[config.mk]
export PLATFORM = sky130hd
export DESIGN_NAME = sd_spi_command_responder
export DESIGN_NICKNAME = d
export VERILOG_FILES = /design/src/hw/rtl/sdr_pkg.sv /design/src/hw/rtl/sdr_step.sv /design/src/hw/rtl/sd_spi_command_responder.sv
export VERILOG_INCLUDE_DIRS = /design/src /design/src/hw/rtl
export SDC_FILE = /design/constraint.sdc
export NUM_CORES = 1
export LEC_CHECK = 0
export BUFFER_PORTS_ARGS = -buffer_cell sky130_fd_sc_hd__buf_2
export CAP_MARGIN = 20
export CORE_UTILIZATION = 52
export DETAILED_ROUTE_END_ITERATION = 8
export GPL_TIMING_DRIVEN = 0
export PLACE_DENSITY_LB_ADDON = 0.08
export SETUP_SLACK_MARGIN = 0.15
export SLEW_MARGIN = 20
export SYNTH_ARGS = -nofsm -noshare
export SYNTH_HDL_FRONTEND = slang
export SYNTH_SLANG_ARGS = --single-unit
[constraint.sdc]
create_clock -name clk -period 4.3 [get_ports clk]
set_clock_uncertainty 0.05 [all_clocks]
set_input_delay 0.645 -clock clk [delete_from_list [all_inputs] [get_ports clk]]
set_output_delay 0.645 -clock clk [all_outputs]
set_load 0.02 [all_outputs]
[src/hw/rtl/sd_spi_command_responder_macros.svh]
// ----------------------------------------------------------------------------
// SD SPI command responder assertion macros
// Clocked, reset-qualified implication checks shared by the RTL.
// ----------------------------------------------------------------------------
`ifndef SD_SPI_COMMAND_RESPONDER_MACROS_SVH
`define SD_SPI_COMMAND_RESPONDER_MACROS_SVH

// Same-cycle implication on clk, disabled while rst_n is low.
`define SDR_ASSERT_IMPL(lbl, ante, cons) \
  lbl: assert property (@(posedge clk) disable iff (!rst_n) (ante) |-> (cons)) \
    else $error("sdr assertion failed");

// Next-cycle implication on clk, disabled while rst_n is low.
`define SDR_ASSERT_NEXT(lbl, ante, cons) \
  lbl: assert property (@(posedge clk) disable iff (!rst_n) (ante) |=> (cons)) \
    else $error("sdr assertion failed");

`endif

[src/hw/rtl/sdr_pkg.sv]
// ----------------------------------------------------------------------------
// sdr_pkg
// Types, codes and the data CRC-16 step for the SD SPI command responder.
// ----------------------------------------------------------------------------
`default_nettype none

package sdr_pkg;

  localparam int unsigned BLOCK_BYTES = 512;
  localparam int unsigned BLK_SHIFT   = $clog2(BLOCK_BYTES);
  localparam int unsigned CNT_W       = 10;

  localparam logic [CNT_W-1:0] CNT_MAX       = {CNT_W{1'b1}};
  localparam logic [CNT_W-1:0] CNT_BLOCK     = CNT_W'(BLOCK_BYTES);
  localparam logic [31:0]      ARG_BLOCK_LEN = 32'(BLOCK_BYTES);

  // command numbers
  localparam logic [5:0] CMD_GO_IDLE     = 6'd0;
  localparam logic [5:0] CMD_SEND_IF     = 6'd8;
  localparam logic [5:0] CMD_SEND_CSD    = 6'd9;
  localparam logic [5:0] CMD_SEND_CID    = 6'd10;
  localparam logic [5:0] CMD_STOP        = 6'd12;
  localparam logic [5:0] CMD_STATUS      = 6'd13;
  localparam logic [5:0] CMD_SET_BLKLEN  = 6'd16;
  localparam logic [5:0] CMD_READ_SINGLE = 6'd17;
  localparam logic [5:0] CMD_READ_MULTI  = 6'd18;
  localparam logic [5:0] CMD_PREERASE    = 6'd23;
  localparam logic [5:0] CMD_WRITE       = 6'd24;
  localparam logic [5:0] CMD_OP_COND     = 6'd41;
  localparam logic [5:0] CMD_APP         = 6'd55;
  localparam logic [5:0] CMD_READ_OCR    = 6'd58;
  localparam logic [5:0] CMD_CRC_ON_OFF  = 6'd59;

  // R1 status bits
  localparam logic [7:0] R1_NONE    = 8'h00;
  localparam logic [7:0] R1_IDLE    = 8'h01;
  localparam logic [7:0] R1_ILLEGAL = 8'h04;
  localparam logic [7:0] R1_CRC     = 8'h08;
  localparam logic [7:0] R1_ADDRESS = 8'h20;

  // configuration register indexes
  localparam logic [1:0] CFG_CARD_TYPE = 2'd0;
  localparam logic [1:0] CFG_EXPOSED   = 2'd1;
  localparam logic [1:0] CFG_OCR       = 2'd2;

  localparam logic [1:0] CT_SDSC = 2'd0;
  localparam logic [1:0] CT_SDHC = 2'd1;

  localparam logic [1:0] REGSEL_NONE = 2'd0;
  localparam logic [1:0] REGSEL_CSD  = 2'd1;
  localparam logic [1:0] REGSEL_CID  = 2'd2;

  typedef enum logic [2:0] {
    PH_POWERUP   = 3'd0,
    PH_IDLE      = 3'd1,
    PH_READY     = 3'd2,
    PH_TRANSFER  = 3'd3,
    PH_RECEIVING = 3'd4,
    PH_FAULT     = 3'd5
  } phase_t;

  typedef enum logic [1:0] {
    REQ_CMD  = 2'd0,
    REQ_DATA = 2'd1,
    REQ_CRC  = 2'd2,
    REQ_NEXT = 2'd3
  } req_type_t;

  typedef enum logic [2:0] {
    KIND_R1   = 3'd0,
    KIND_R7   = 3'd1,
    KIND_R2   = 3'd2,
    KIND_R3   = 3'd3,
    KIND_NONE = 3'd4
  } resp_kind_t;

  typedef struct packed {
    logic [1:0]  card_type;
    logic [31:0] block_count;
    logic [31:0] ocr_value;
  } sdr_cfg_t;

  typedef struct packed {
    req_type_t   req_type;
    logic [5:0]  cmd_index;
    logic [31:0] cmd_argument;
    logic [7:0]  data_byte;
    logic [15:0] data_crc;
  } sdr_req_t;

  typedef struct packed {
    phase_t           phase;
    logic             crc_check_on;
    logic             app_prefix_seen;
    logic             multi_read_on;
    logic [31:0]      next_read_block;
    logic [31:0]      write_target_block;
    logic [31:0]      preerase_count;
    logic [15:0]      data_crc_acc;
    logic [CNT_W-1:0] data_byte_count;
  } sdr_state_t;

  typedef struct packed {
    resp_kind_t  resp_kind;
    logic [7:0]  r1_byte;
    logic [31:0] resp_payload;
    logic [1:0]  register_select;
    logic        read_start;
    logic        write_commit;
    logic [31:0] block_address;
    logic        multi_ok;
  } sdr_result_t;

  // CRC-16/XMODEM (poly 0x1021), one byte MSB first
  function automatic logic [15:0] crc16_byte(input logic [15:0] acc, input logic [7:0] b);
    logic [15:0] c;
    c = acc ^ {b, 8'h00};
    for (int i = 0; i < 8; i++) begin
      c = c[15] ? ({c[14:0], 1'b0} ^ 16'h1021) : {c[14:0], 1'b0};
    end
    return c;
  endfunction

endpackage

`default_nettype wire

[src/hw/rtl/sdr_step.sv]
// ----------------------------------------------------------------------------
// sdr_step
// Next card state and response for one request, pure combinational.
// ----------------------------------------------------------------------------
`default_nettype none

module sdr_step
  import sdr_pkg::*;
(
  input  sdr_cfg_t    cfg,
  input  sdr_state_t  st,
  input  sdr_req_t    req,
  output sdr_state_t  st_nxt,
  output sdr_result_t res
);

  logic [7:0]  idle_bit;
  logic        rdy_xfer;
  logic        sound;
  logic [31:0] blk;
  logic        addr_bad;
  logic        crc_good;

  assign idle_bit = (st.phase == PH_IDLE) ? R1_IDLE : R1_NONE;
  assign rdy_xfer = (st.phase == PH_READY) || (st.phase == PH_TRANSFER);
  assign sound    = (st.phase != PH_POWERUP) && (st.phase != PH_FAULT);

  // SDSC takes byte addresses that must sit on a block boundary
  always_comb begin
    if (cfg.card_type == CT_SDSC) begin
      blk      = {{BLK_SHIFT{1'b0}}, req.cmd_argument[31:BLK_SHIFT]};
      addr_bad = (req.cmd_argument[BLK_SHIFT-1:0] != '0);
    end else begin
      blk      = req.cmd_argument;
      addr_bad = 1'b0;
    end
  end

  assign crc_good = (st.data_byte_count == CNT_BLOCK) && (st.data_crc_acc == req.data_crc);

  always_comb begin
    st_nxt = st;
    res    = '0;
    res.resp_kind = KIND_R1;

    case (req.req_type)
      REQ_CMD: begin
        if (!(req.cmd_index inside {CMD_APP, CMD_OP_COND, CMD_PREERASE})) begin
          st_nxt.app_prefix_seen = 1'b0;
        end
        if (req.cmd_index == CMD_GO_IDLE) begin
          st_nxt.phase         = PH_IDLE;
          st_nxt.crc_check_on  = 1'b0;
          st_nxt.multi_read_on = 1'b0;
          res.r1_byte          = R1_IDLE;
        end else if (req.cmd_index == CMD_SEND_IF && st.phase == PH_IDLE) begin
          res.resp_kind    = KIND_R7;
          res.r1_byte      = idle_bit;
          res.resp_payload = req.cmd_argument;
        end else if (req.cmd_index == CMD_STATUS && sound) begin
          res.resp_kind = KIND_R2;
          res.r1_byte   = idle_bit;
        end else if (req.cmd_index == CMD_STOP && st.phase == PH_TRANSFER) begin
          st_nxt.multi_read_on = 1'b0;
        end else if (req.cmd_index == CMD_CRC_ON_OFF && req.cmd_argument[31:1] == '0
                     && sound) begin
          st_nxt.crc_check_on = req.cmd_argument[0];
          res.r1_byte         = idle_bit;
        end else if (req.cmd_index == CMD_APP) begin
          st_nxt.app_prefix_seen = 1'b1;
          res.r1_byte            = idle_bit;
        end else if (req.cmd_index == CMD_OP_COND && st.app_prefix_seen
                     && st.phase == PH_IDLE) begin
          st_nxt.phase           = PH_READY;
          st_nxt.app_prefix_seen = 1'b0;
        end else if (req.cmd_index == CMD_PREERASE && st.app_prefix_seen && rdy_xfer) begin
          st_nxt.preerase_count  = req.cmd_argument;
          st_nxt.app_prefix_seen = 1'b0;
          res.r1_byte            = idle_bit;
        end else if (req.cmd_index == CMD_READ_OCR && rdy_xfer) begin
          res.resp_kind    = KIND_R3;
          res.r1_byte      = idle_bit;
          res.resp_payload = cfg.ocr_value;
        end else if ((req.cmd_index inside {CMD_SEND_CSD, CMD_SEND_CID}) && rdy_xfer) begin
          st_nxt.phase        = PH_TRANSFER;
          res.register_select = (req.cmd_index == CMD_SEND_CSD) ? REGSEL_CSD : REGSEL_CID;
        end else if (req.cmd_index == CMD_SET_BLKLEN && req.cmd_argument == ARG_BLOCK_LEN
                     && (cfg.card_type inside {CT_SDSC, CT_SDHC})) begin
          res.r1_byte = idle_bit;
        end else if ((req.cmd_index inside {CMD_READ_SINGLE, CMD_READ_MULTI, CMD_WRITE})
                     && rdy_xfer) begin
          if (addr_bad || blk >= cfg.block_count) begin
            res.r1_byte = R1_ADDRESS;
          end else if (req.cmd_index == CMD_WRITE) begin
            st_nxt.write_target_block = blk;
            st_nxt.phase              = PH_RECEIVING;
            st_nxt.data_crc_acc       = '0;
            st_nxt.data_byte_count    = '0;
          end else begin
            st_nxt.phase      = PH_TRANSFER;
            res.read_start    = 1'b1;
            res.block_address = blk;
            if (req.cmd_index == CMD_READ_MULTI) begin
              st_nxt.multi_read_on   = 1'b1;
              st_nxt.next_read_block = blk + 32'd1;
            end
          end
        end else begin
          res.r1_byte = R1_ILLEGAL | idle_bit;
        end
      end

      REQ_DATA: begin
        res.resp_kind = KIND_NONE;
        if (st.phase == PH_RECEIVING) begin
          st_nxt.data_crc_acc = crc16_byte(st.data_crc_acc, req.data_byte);
          if (st.data_byte_count != CNT_MAX) begin
            st_nxt.data_byte_count = st.data_byte_count + CNT_W'(1);
          end
        end
      end

      REQ_CRC: begin
        if (st.phase != PH_RECEIVING) begin
          res.r1_byte = R1_CRC;
        end else begin
          st_nxt.data_crc_acc    = '0;
          st_nxt.data_byte_count = '0;
          if (!crc_good) begin
            res.r1_byte = R1_CRC;
          end else begin
            st_nxt.phase      = PH_TRANSFER;
            res.write_commit  = 1'b1;
            res.block_address = st.write_target_block;
          end
        end
      end

      REQ_NEXT: begin
        res.resp_kind = KIND_NONE;
        if (st.multi_read_on && st.next_read_block < cfg.block_count) begin
          res.multi_ok           = 1'b1;
          res.read_start         = 1'b1;
          res.block_address      = st.next_read_block;
          st_nxt.next_read_block = st.next_read_block + 32'd1;
        end
      end

      default: begin
        res.resp_kind = KIND_NONE;
      end
    endcase
  end

endmodule

`default_nettype wire

[src/hw/rtl/sd_spi_command_responder.sv]
// ----------------------------------------------------------------------------
// sd_spi_command_responder
// Card-side SD SPI-mode command handler: one request in, one response out.
// ----------------------------------------------------------------------------
// Each request (command, write-data byte, closing data CRC or next multi-read
// block) yields exactly one result word. Throughput is one request per clock
// unless the result stalls. An accepted request is held in the input register,
// then the single-pass decode/CRC step loads the result register and raises
// out_tvalid. The card state is updated in the same edge that loads the result
// register, so the following request sees it with no bubble. A stalled result
// stalls the input side only once the input register is also full.
// Configuration (card type, exposed block count, OCR) is written through
// cfg_*; the user must write it only while idle, the block does not enforce
// it. Block data and the CSD/CID contents live outside; this block only issues
// read/write strobes with a block address and the register selects.
`default_nettype none

module sd_spi_command_responder
  import sdr_pkg::*;
(
  input  wire logic        clk,
  input  wire logic        rst_n,

  input  wire logic        cfg_we,
  input  wire logic [1:0]  cfg_index,
  input  wire logic [31:0] cfg_wdata,

  input  wire logic        in_tvalid,
  output      logic        in_tready,
  // [5:0] cmd_index, [37:6] cmd_argument, [45:38] data_byte,
  // [61:46] data_crc, [63:62] zero
  input  wire logic [63:0] in_tdata,
  // [1:0] req_type
  input  wire logic [1:0]  in_tuser,

  output      logic        out_tvalid,
  input  wire logic        out_tready,
  // [7:0] r1_byte, [39:8] resp_payload, [41:40] register_select,
  // [42] read_start, [43] write_commit, [75:44] block_address,
  // [76] multi_ok, [79:77] zero
  output      logic [79:0] out_tdata,
  // [2:0] resp_kind
  output      logic [2:0]  out_tuser
);

  sdr_cfg_t    cfg_r;
  sdr_req_t    req_r;
  logic        req_valid_r;
  sdr_state_t  st_r;
  sdr_state_t  st_nxt;
  sdr_result_t res_r;
  sdr_result_t res_nxt;
  logic        out_valid_r;
  logic        step_go;

  // request register moves into the result register when the latter is free;
  // no word is taken while in reset
  assign step_go   = req_valid_r && (!out_valid_r || out_tready);
  assign in_tready = rst_n && (!req_valid_r || !out_valid_r || out_tready);

  sdr_step u_step (
    .cfg    (cfg_r),
    .st     (st_r),
    .req    (req_r),
    .st_nxt (st_nxt),
    .res    (res_nxt)
  );

  // control and card state
  always_ff @(posedge clk) begin
    if (!rst_n) begin
      req_valid_r              <= 1'b0;
      out_valid_r              <= 1'b0;
      cfg_r.card_type          <= CT_SDHC;
      cfg_r.block_count        <= '0;
      cfg_r.ocr_value          <= '0;
      st_r.phase               <= PH_POWERUP;
      st_r.crc_check_on        <= 1'b0;
      st_r.app_prefix_seen     <= 1'b0;
      st_r.multi_read_on       <= 1'b0;
      st_r.next_read_block     <= '0;
      st_r.write_target_block  <= '0;
      st_r.preerase_count      <= '0;
      st_r.data_crc_acc        <= '0;
      st_r.data_byte_count     <= '0;
    end else begin
      if (in_tready) begin
        req_valid_r <= in_tvalid;
      end
      if (step_go) begin
        st_r        <= st_nxt;
        out_valid_r <= 1'b1;
      end else if (out_tready) begin
        out_valid_r <= 1'b0;
      end
      if (cfg_we) begin
        case (cfg_index)
          CFG_CARD_TYPE: cfg_r.card_type   <= cfg_wdata[1:0];
          CFG_EXPOSED:   cfg_r.block_count <= cfg_wdata;
          CFG_OCR:       cfg_r.ocr_value   <= cfg_wdata;
          default:       ;
        endcase
      end
    end
  end

  // payload registers, no reset
  always_ff @(posedge clk) begin
    if (in_tvalid && in_tready) begin
      req_r.req_type     <= req_type_t'(in_tuser);
      req_r.cmd_index    <= in_tdata[5:0];
      req_r.cmd_argument <= in_tdata[37:6];
      req_r.data_byte    <= in_tdata[45:38];
      req_r.data_crc     <= in_tdata[61:46];
    end
    if (step_go) begin
      res_r <= res_nxt;
    end
  end

  assign out_tvalid = out_valid_r;
  assign out_tuser  = res_r.resp_kind;
  assign out_tdata  = {3'b000,
                       res_r.multi_ok,
                       res_r.block_address,
                       res_r.write_commit,
                       res_r.read_start,
                       res_r.register_select,
                       res_r.resp_payload,
                       res_r.r1_byte};

  `include "sd_spi_command_responder_macros.svh"

  // a write commit leaves the card in transfer until the next result loads
  `SDR_ASSERT_IMPL(a_commit_xfer, out_valid_r && res_r.write_commit, st_r.phase == PH_TRANSFER)
  // read and write strobes are exclusive
  `SDR_ASSERT_IMPL(a_rd_wr_excl, out_valid_r, !(res_r.read_start && res_r.write_commit))
  // a no-response result carries no R1 bits
  `SDR_ASSERT_IMPL(a_none_r1, out_valid_r && res_r.resp_kind == KIND_NONE,
                   res_r.r1_byte == R1_NONE)
  // a stalled result holds the step and the card state
  `SDR_ASSERT_NEXT(a_stall_hold, out_valid_r && !out_tready, st_r == $past(st_r))

endmodule

`default_nettype wire

Yosys cells after proc, flatten, opt, wreduce, memory -nomap -nowiden --
Index checks and enable logic that the tools add are counted.
Cells by class: $add $sub $neg 3, $mul 0, divide/modulo/power cells 0, order comparisons 2, equal/unequal tests 72, shift-type cells 0, muxes and demuxes 128, bitwise gates (word level) 23, reduce and logical (&&, ||, !) cells 59
Operators by type and width (number):
- 2-to-1 mux 32 bit | 20
- 2-to-1 mux 65 bit | 6
- 2-to-1 mux 46 bit | 6
- 2-to-1 mux 128 bit | 2
- 2-to-1 mux 123 bit | 2
- 2-to-1 mux 122 bit | 2
- 2-to-1 mux 26 bit | 9
- 2-to-1 mux 35 bit | 4
- 2-to-1 mux 33 bit | 4
- 2-to-1 mux 124 bit | 1
- 2-to-1 mux 13 bit | 8
- one-hot mux 32 bit (3 select lines) | 1
- one-hot mux 26 bit (3 select lines) | 1
- adder 32 x 1 -> 32 bit, second input constant | 2
- 2-to-1 mux 8 bit | 8
- one-hot mux 32 bit (2 select lines) | 1
- 2-to-1 mux 3 bit | 17
- 2-to-1 mux 43 bit | 1
- AND reduction 18 bit | 2
- equality test 32 x 10 -> 1 bit, second input constant | 1
- >= comparator 32 bit | 1
- less-than comparator 32 bit | 1
- zero test 31 bit | 1
- equality test 6 x 4 -> 1 bit, second input constant | 5
- 48 further kinds | 181
Word-level totals: flip-flop bits (word level) 339, bits in latches 0, RAM bits 0, bits in read-only memories 0, memories kept 0

Logic depth before layout (Yosys ltp) --
Gate-level depths: netlist of run 1.
depth after elaboration 22, gate-level depth with buffers 19, mapped depth without buffers 12

Hierarchy --
Synthesis of run 1 repeated with hierarchy kept, for this count alone.
Unflattened totals: cell total of the unflattened synthesis 2147, area total of the unflattened synthesis 19195.9 um^2
By module, submodules not included:
- sd_spi_command_responder | instances 1, cells each 969, area each 11805.1 um^2
- sdr_step | instances 1, cells each 1178, area each 7390.8 um^2

Worst setup path before layout of run 1 --
OpenSTA, ideal clock, no wires.
path kind input port to flip-flop, from in out_tready, to reg st_r[3] (netlist name), library setup time 117 ps, arrival 4499 ps, required time 4133 ps, slack -366 ps, stages 8, buffers on the path 2, path through nor2b_1 > nor2b_1 > clkbuf_1 > o211ai_1 > a2111oi_4 > buf_6 > o21ai_0 > a32o_1
On the way: word-level cells in the longest chain between the ends 3
RTL lines:
- start: declaration | RTL line sd_spi_command_responder.sv:37 | input wire logic out_tready,
- logical OR 1 bit | RTL line sd_spi_command_responder.sv:58 | assign step_go = req_valid_r && (!out_valid_r || out_tready);
- logical AND 1 bit | RTL line sd_spi_command_responder.sv:58
- via step_go | RTL line sd_spi_command_responder.sv:54 | logic step_go;
- AND reduction 19 bit (no line)
- end signal: assignment | RTL line sd_spi_command_responder.sv:91 | st_r <= st_nxt;
- end: declaration | RTL line sd_spi_command_responder.sv:49 | sdr_state_t st_r;
The timed path passes the listed nets, and every way through them passes these cells. A chain may end at the register's enable or synchronous reset.

Final worst setup path of run 1 --
from reg cfg_r[64] (netlist name), to reg st_r[120] (netlist name)
On the way: word-level cells in the longest chain between the ends 19, elaborated cells between the ends (all ways) 28, classes of those cells 1 x add/sub; 1 x order compare; 3 x eq/ne; 18 x mux; 5 x reduce/logical
RTL lines:
- start: declaration | RTL line sd_spi_command_responder.sv:46 | sdr_cfg_t cfg_r;
- zero test 2 bit (*) | RTL line sdr_step.sv:30 | if (cfg.card_type == CT_SDSC) begin
- 2-to-1 mux 32 bit (*) | RTL line sdr_step.sv:30
- via u_step.blk[12] | RTL line sdr_step.sv:20 | logic [31:0] blk;
- adder 32 x 1 -> 32 bit | RTL line sdr_step.sv:105 | st_nxt.next_read_block = blk + 32'd1;
- 2-to-1 mux 33 bit | RTL line sdr_step.sv:103 | if (req.cmd_index == CMD_READ_MULTI) begin
- 2-to-1 mux 33 bit | RTL line sdr_step.sv:94 | end else if (req.cmd_index == CMD_WRITE) begin
- 2-to-1 mux 65 bit | RTL line sdr_step.sv:92 | if (addr_bad || blk >= cfg.block_count) begin
- 2-to-1 mux 65 bit | RTL line sdr_step.sv:90 | end else if ((req.cmd_index inside {CMD_READ_SINGLE, CMD_READ_MULTI, CMD_WRITE})
- (+4 left out)
- 2-to-1 mux 123 bit | RTL line sdr_step.sv:72 | end else if (req.cmd_index == CMD_OP_COND && st.app_prefix_seen
- 2-to-1 mux 123 bit | RTL line sdr_step.sv:69 | end else if (req.cmd_index == CMD_APP) begin
- 2-to-1 mux 124 bit | RTL line sdr_step.sv:65 | end else if (req.cmd_index == CMD_CRC_ON_OFF && req.cmd_argument[31:1] == '0
- 2-to-1 mux 122 bit | RTL line sdr_step.sv:63 | end else if (req.cmd_index == CMD_STOP && st.phase == PH_TRANSFER) begin
- 2-to-1 mux 128 bit | RTL line sdr_step.sv:60 | end else if (req.cmd_index == CMD_STATUS && sound) begin
- 2-to-1 mux 128 bit | RTL line sdr_step.sv:56 | end else if (req.cmd_index == CMD_SEND_IF && st.phase == PH_IDLE) begin
- 2-to-1 mux 122 bit | RTL line sdr_step.sv:51 | if (req.cmd_index == CMD_GO_IDLE) begin
- one-hot mux 32 bit (2 select lines) | RTL line sdr_step.sv:46 | case (req.req_type)
Mark *: on every way through the listed nets, which the timed path passes. The rest lies on a longest branch. The select of a mux whose other input is x is not followed.

==> reports/metrics.yaml, run 1 <==
grt_setup_unrepaired: "no"
gp_congestion: 0.9340
synthFlopType: "dfxtp_1"
cp_max_fo: 10
worst_pin_slew_ns: 1.082
slew_headroom_pct: 27.84
dieHeight_um: 177.2
dp.cells: 2344
synth_area_leader_cell: "edfxtp_1"
yosys_warnings: 0
cts-root-buf: "clkbuf_16"
p_comb_share_pct: 9.8
dr_total_vias: 14480
crit_type: "reg -> reg"
ys_seq_area_share_pct: 46.79
die_w_um: 177.2
drt_pre_antenna_iters: 5
synth_enable_flop_cells: 140
clock.fmax_mhz: 244.9
yosysMostFrequentCell: "nand2_1"
core_um2: 29950
setup_violations: 0
p_int_uw: 4952
cts_buffers: 35
syn_inst: 1768
hold_path.class: "in -> reg"
startpoint_type: "flop"
ys_top_cells_by_area: "edfxtp_1, dfxtp_1, nand2_1, ha_1, a21oi_1"
max-cap-violations: 0
grt_usage_pct: 32.77
grt_max_degree: 83
antenna_found_initial: 0
p_leak_uw: 0.006939
drive_above_1_share_pct: 18.76
h-tree-depth: 2
synthArstFlopShare_pct: 0
syn_area_per_cell_um2: 9.027
port_buffers: 179
area_delta_synth_final_pct: 19.55
rows: 63
finalHoldViolations: 0
synth_commonest_cells: "nand2_1, a21oi_1, dfxtp_1"
ir_worst_vdd_uv: 435.2
start_util_pct: 53.28
drt-initial-drc-count: 1229
required_ns: 4.64
p_sw_uw: 1662
crit_arrival_ns: 4.42
clkPwrFrac_pct: 42.2
syn-cell-area_um2: 15960
design.die.area_um2: 31390
routed_wirelength_um: 51630
grt_overflow_total: 0
dp_hpwl_um: 38080
worstSetupEndpointType: "flop"
synth.distinct_cells: 85
slew_viol_final: 0
cts.sinks: 303
seq_power_share_pct: 47.9
powerDensity_nw_per_um2: 346.7
fin_util_pct: 63.70
ios: 190
cts_tree: "built"
path_clk_slew_ns: 0.06
min_period_ns: 4.083
layout.nets: 2188
drc: 0
fin_cells: 2426
switching_share_pct: 25.13
ys_ff_latch: 303
routed_via_density: 5.967
period_share_pct: 94.96
wl_per_cell_um: 21.28
insertedDiodeCount: 0
grt_pass1_wl_um: 78130
clk_latency_ns: 0.53
grt_pass1_vias: 13980
outcome: "completed"
drtAntennaViolNets: 0
yosys.area.top_type_share_pct: 26.34
clk_path_buf_depth: 3
-- metal layers --
layer	share of wire, %	vias to the layer above	global-route usage [%]
met5	0	-	0
met4	4.1	0	14.37
li1	-	6792	-
met2	47	632	55.18
met1	41	6915	41.84
met3	7.0	136	4.424
-- state kept, by name, indices dropped and copies added, names as in the netlist --
register     count
out_tdata       73
cfg_r           66
req_valid_r      1
req_r           64
out_tuser        3
st_r            95
out_tvalid       1
-- cells in the final DEF, fill, tap and decap left out, types with 8 or more instances in the layout --
cell type	n
nand2_1	322
buf_2	191
a21oi_1	169
dfxtp_1	161
nor2_1	146
edfxtp_1	140
clkbuf_1	85
ha_1	71
a22oi_1	66
o21ai_0	52
nor3_1	52
inv_1	49
xnor2_1	40
clkbuf_16	36
xor2_1	34
buf_4	31
nand3_1	25
nand4_1	20
mux2i_1	19
nor4_1	17
and2_1	15
nor2b_1	14
and3_1	14
o211ai_1	13
nor3b_1	12
nand2b_1	9
buf_6	8
a31oi_1	8
clkinv_2	8
-- final timing paths --
check	start	endpoint	slack (ns)	cells after the start
max	cfg_r[64]	st_r[120]	0.22	20
max reg2reg	cfg_r[64]	st_r[120]	0.22	20
min reg2reg	cfg_r[20]	cfg_r[20]	0.40	2
min	in_tdata[2]	req_r[58]	0.24	1
-- cells by family after synthesis --
kind of cell | Yosys count | share of synthesized area [%]
and+or+nand+nor | 733 | 21.98
buffers and inverters | 170 | 4.469
DFF | 303 | 46.79
AOI/OAI and AO/OA | 392 | 15.59
other | 1 | 0.02350
adders and majority gates | 72 | 5.645
xor gates and xnor gates | 74 | 4.061
muxes | 23 | 1.450
-- area by class of cell --
class / instances / area, um^2
timing repair buffer: 200 / 1101
clock buffer: 49 / 928.4
buffer: 119 / 663.1
multi-input combinational: 1301 / 8119
clock inverter: 13 / 116.4
inverter: 51 / 191.4
sequential: 303 / 7472
fill: 2635 / 10870
tap: 390 / 488.0
-- critical path: stages (launching register included) --
cell,delay [ns]
dfxtp_2,0.35
clkbuf_8,0.17
or2_4,0.26
buf_8,0.15
buf_8,0.15
buf_8,0.15
nand2_2,0.09
nand2_4,0.10
ha_4,0.27
and4_4,0.24
and2_4,0.14
or4b_4,0.49
a31oi_4,0.28
or2_1,0.16
buf_6,0.15
buf_12,0.12
nor2_2,0.06
buf_4,0.21
buf_4,0.14
a21oi_1,0.12
o31ai_1,0.08
-- power groups by stage --
stage | registers, uW | logic (uW) | clock network, uW
5_1_grt | 3180 | 704 | 2940
2_1_floorplan | 3250 | 331 | 0
3_5_place_dp | 3230 | 603 | 0
4_1_cts | 3170 | 620 | 2830
3_3_place_gp | 3230 | 586 | 0
6_report | 3170 | 650 | 2790
-- metrics by stage --
step / TNS (ns) / area (um^2) / setup WS [ns] / hold WS (ns) / power (uW)
2_1_floorplan: 0 / 15980 / 0.3834 / 0.3860 / 3579
3_3_place_gp: -118.09 / 17370 / -1.238 / 0.3926 / 3818
3_5_place_dp: -118.75 / 17410 / -1.252 / 0.3966 / 3832
4_1_cts: 0 / 18780 / 0.1533 / 0.2355 / 6618
5_1_grt: 0 / 19080 / 0.09873 / 0.2339 / 6820
6_report: 0 / 19080 / 0.2167 / 0.2447 / 6614
-- what timing repair did --
item | in CTS | in global routing
endpoints found under the setup margin | 128 | 126
hold buffers | 0 | 0
pin swaps | 3 | 11
buffers inserted | 11 | 6
cloned | 1 | 1
resized for setup | 67 | 68
(Power assumes the default switching activity.)
==> inputs of run 2 (changes only) <==
--- a/config.mk
+++ b/config.mk
@@ -10,3 +10,5 @@
 export CAP_MARGIN = 20
-export CORE_UTILIZATION = 52
+export CELL_PAD_IN_SITES_DETAIL_PLACEMENT = 2
+export CELL_PAD_IN_SITES_GLOBAL_PLACEMENT = 2
+export CORE_UTILIZATION = 33
 export DETAILED_ROUTE_END_ITERATION = 8
==> constraint.sdc (replaced) <==
create_clock -name clk -period 4.3 [get_ports clk]
set_clock_uncertainty 0.05 [all_clocks]
set_input_delay 0.86 -clock clk [delete_from_list [all_inputs] [get_ports clk]]
set_output_delay 0.86 -clock clk [all_outputs]
set_load 0.02 [all_outputs]
==> run 2 against run 1 <==
  * First-iteration DRC count is 40% lower
  * Clock power up 17%
  * Critical endpoint is now st_r[109]
  * Die area is 57% higher
  * Flip-flop and latch count is the same
  * Critical path type unchanged
  * Sequential power about the same
  * Largest power group is now clock
  * Global-route usage decreased by 5.5 points
  * Non-clock buffer count grew 6
==> reports/metrics.yaml, run 2 (synthesized netlist as in run 1, its figures left out) <==
hold_ws_ns: 0.4091  # was 0.2447 ns
drtAntennaViolNets: 0  # unchanged
largest_register: "st_r"  # unchanged
powerDensity_nw_per_um2: 362.0  # was 346.7 nW/um^2
hold_path.class: "reg -> reg"  # was in -> reg
clock.fmax_mhz: 244.7  # was 244.9 MHz
finalHoldViolations: 0  # unchanged
fin_cells: 2667  # was 2426
layout_commonest_cell: "nand2_1"  # unchanged
wl_per_cell_um: 25.34  # was 21.28 um
start_util_pct: 33.43  # was 53.28%
required_ns: 4.67  # was 4.64 ns
startpoint_type: "flop"  # unchanged
cts_hold_buf: 0  # unchanged
cp_max_fo: 7  # was 10
rr_startpoint: "cfg_r[65]"  # was cfg_r[64]
dp_hpwl_um: 50560  # was 38080 um
cpMaxStageDelayCell: "or4b_4"  # unchanged
die_w_um: 221.9  # was 177.2 um
grt_setup_unrepaired: "yes"  # was no
routed_wirelength_um: 67580  # was 51630 um
grt_usage_pct: 27.32  # was 32.77%
critPathMostFrequentCell: "buf_6"  # was buf_8
path_clk_slew_ns: 0.06  # about the same
drt_pre_antenna_iters: 5  # unchanged
max-cap-violations: 0  # unchanged
grt_max_degree: 50  # was 83
min_period_ns: 4.087  # was 4.083 ns
setup_tns_ns: 0  # unchanged
worstSetupEndpointType: "flop"  # unchanged
crit_buf_inv: 6  # was 8
min_path_cells: 2  # was 1
area_delta_synth_final_pct: 23.79  # was 19.55%
worstRegToRegCells: 17  # was 20
largest_reg_flops: 95  # unchanged
crit_arrival_ns: 4.46  # was 4.42 ns
port_buffers: 179  # unchanged
reg2reg_to: "st_r[109]"  # was st_r[120]
r2r_setup_slack_ns: 0.21  # was 0.22 ns
dieHeight_um: 221.9  # was 177.2 um
min_from: "cfg_r[34]"  # was in_tdata[2]
cts-root-buf: "clkbuf_16"  # unchanged
clk_path_buf_depth: 3  # unchanged
core_um2: 47750  # was 29950 um^2
worst_pin_slew_ns: 1.143  # was 1.082 ns
design.die.area_um2: 49240  # was 31390 um^2
ir_worst_vdd_uv: 352.0  # was 435.2 uV
h-tree-depth: 2  # unchanged
design_power_total_uw: 7151  # was 6614 uW
setup_violations: 0  # unchanged
gp_congestion: 0.8977  # was 0.9340
hold_end: "cfg_r[34]"  # was req_r[58]
fin_util_pct: 41.38  # was 63.70%
cp_top_family: "simple AND/OR/NAND/NOR gates"  # unchanged
cts_tree: "built"  # unchanged
period_share_pct: 95.04  # was 94.96%
grt_pass1_wl_um: 101200  # was 78130 um
p_leak_uw: 0.007097  # was 0.006939 uW
antenna_found_initial: 0  # unchanged
grt_pass1_vias: 16040  # was 13980
dr_total_vias: 14840  # was 14480
cts.sinks: 303  # unchanged
nFillCells: 5262  # was 2635
drt-initial-drc-count: 738  # was 1229
slew_viol_final: 0  # unchanged
rows: 80  # was 63
drc: 0  # unchanged
cpPeakStageDelay_ns: 0.48  # was 0.49 ns
grt_overflow_total: 0  # unchanged
cts_buffers: 39  # was 35
clk_latency_ns: 0.57  # was 0.53 ns
layout.nets: 2198  # was 2188
dp.cells: 2570  # was 2344
drive_above_1_share_pct: 19.84  # was 18.76%
cp_cell_sequence: "buf_6 -> or2_4 -> buf_8 -> mux2_4 -> ha_1 -> and4_4 -> and2_4 -> or4b_4 -> a31oi_4 -> or2_1 -> buf_6 -> buf_12 -> nor2_4 -> buf_6 -> buf_4 -> a32oi_2 -> o32ai_2"  # was clkbuf_8 -> or2_4 -> buf_8 -> buf_8 -> buf_8 -> nand2_2 -> nand2_4 -> ha_4 -> and4_4 -> and2_4 -> or4b_4 -> a31oi_4 -> or2_1 -> buf_6 -> buf_12 -> nor2_2 -> buf_4 -> buf_4 -> a21oi_1 -> o31ai_1
outcome: "completed"  # unchanged
routed_via_density: 5.564  # was 5.967
final_cell_mix: "nand2_1, buf_2, a21oi_1"  # unchanged
ios: 190  # unchanged
crit_type: "reg -> reg"  # unchanged
slew_headroom_pct: 23.83  # was 27.84%
run 2: layout make-up:
class / instances / area [um^2] / area share, %
Clock inverter: 15 / 146.4 / 0.7410
Buffer: 119 / 674.4 / 3.414
Antenna cell: 1 / 2.502 / 0.01267
Inverter: 51 / 191.4 / 0.9690
Multi-Input combinational cell: 1301 / 8213 / 41.57
Clock buffer: 56 / 1111 / 5.624
Timing Repair Buffer: 206 / 1174 / 5.941
Tap cell: 615 / 769.5 / 3.895
Sequential cell: 303 / 7475 / 37.83
run 2: worst max-delay path by stage:
stage	from	to	depth (start not counted)
final	cfg_r[65]	st_r[109]	17
after CTS	cfg_r[65]	st_r[109]	20
after detailed placement	cfg_r[64]	st_r[97]	16
after floorplan	cfg_r[64]	st_r[99]	19
after global placement	cfg_r[64]	st_r[97]	16
after global routing	cfg_r[65]	st_r[109]	19
run 2: what timing repair did:
| item | 4_1_cts | 5_1_grt |
|---|---|---|
| buffers inserted | 16 | 7 |
| pin swaps | 12 | 17 |
| endpoints found under the setup margin | 128 | 116 |
| gates cloned | 2 | 0 |
| resized for setup | 100 | 40 |
run 2: metrics by stage:
step	area, um^2	worst slack [ns]
5_1_grt	19750	0.1321
4_1_cts	19510	0.1863
2_1_floorplan	15980	0.3834
6_report	19760	0.2134
3_5_place_dp	17720	-1.604
3_3_place_gp	17650	-1.599
run 2: power breakdown:
group	internal, uW	switching [uW]
combinational	237	474
sequential	3100	76.3
clock	1920	1340
run 2: worst min-delay path, delay by kind of cell, from the launching register on:
kind | cells | cell delay [ns]
flops | 1 | 0.31
simple gates | 1 | 0.05
compound gates | 1 | 0.05
run 2: layer usage:
layer  up-vias  part of all wire [%]  GRT usage (%)
met3        96                   3.1          2.664
met4         0                   2.6          7.908
met1      7645                    44          34.64
met2       289                    51          48.98
li1       6810                     -              -
met5         -                     0              0
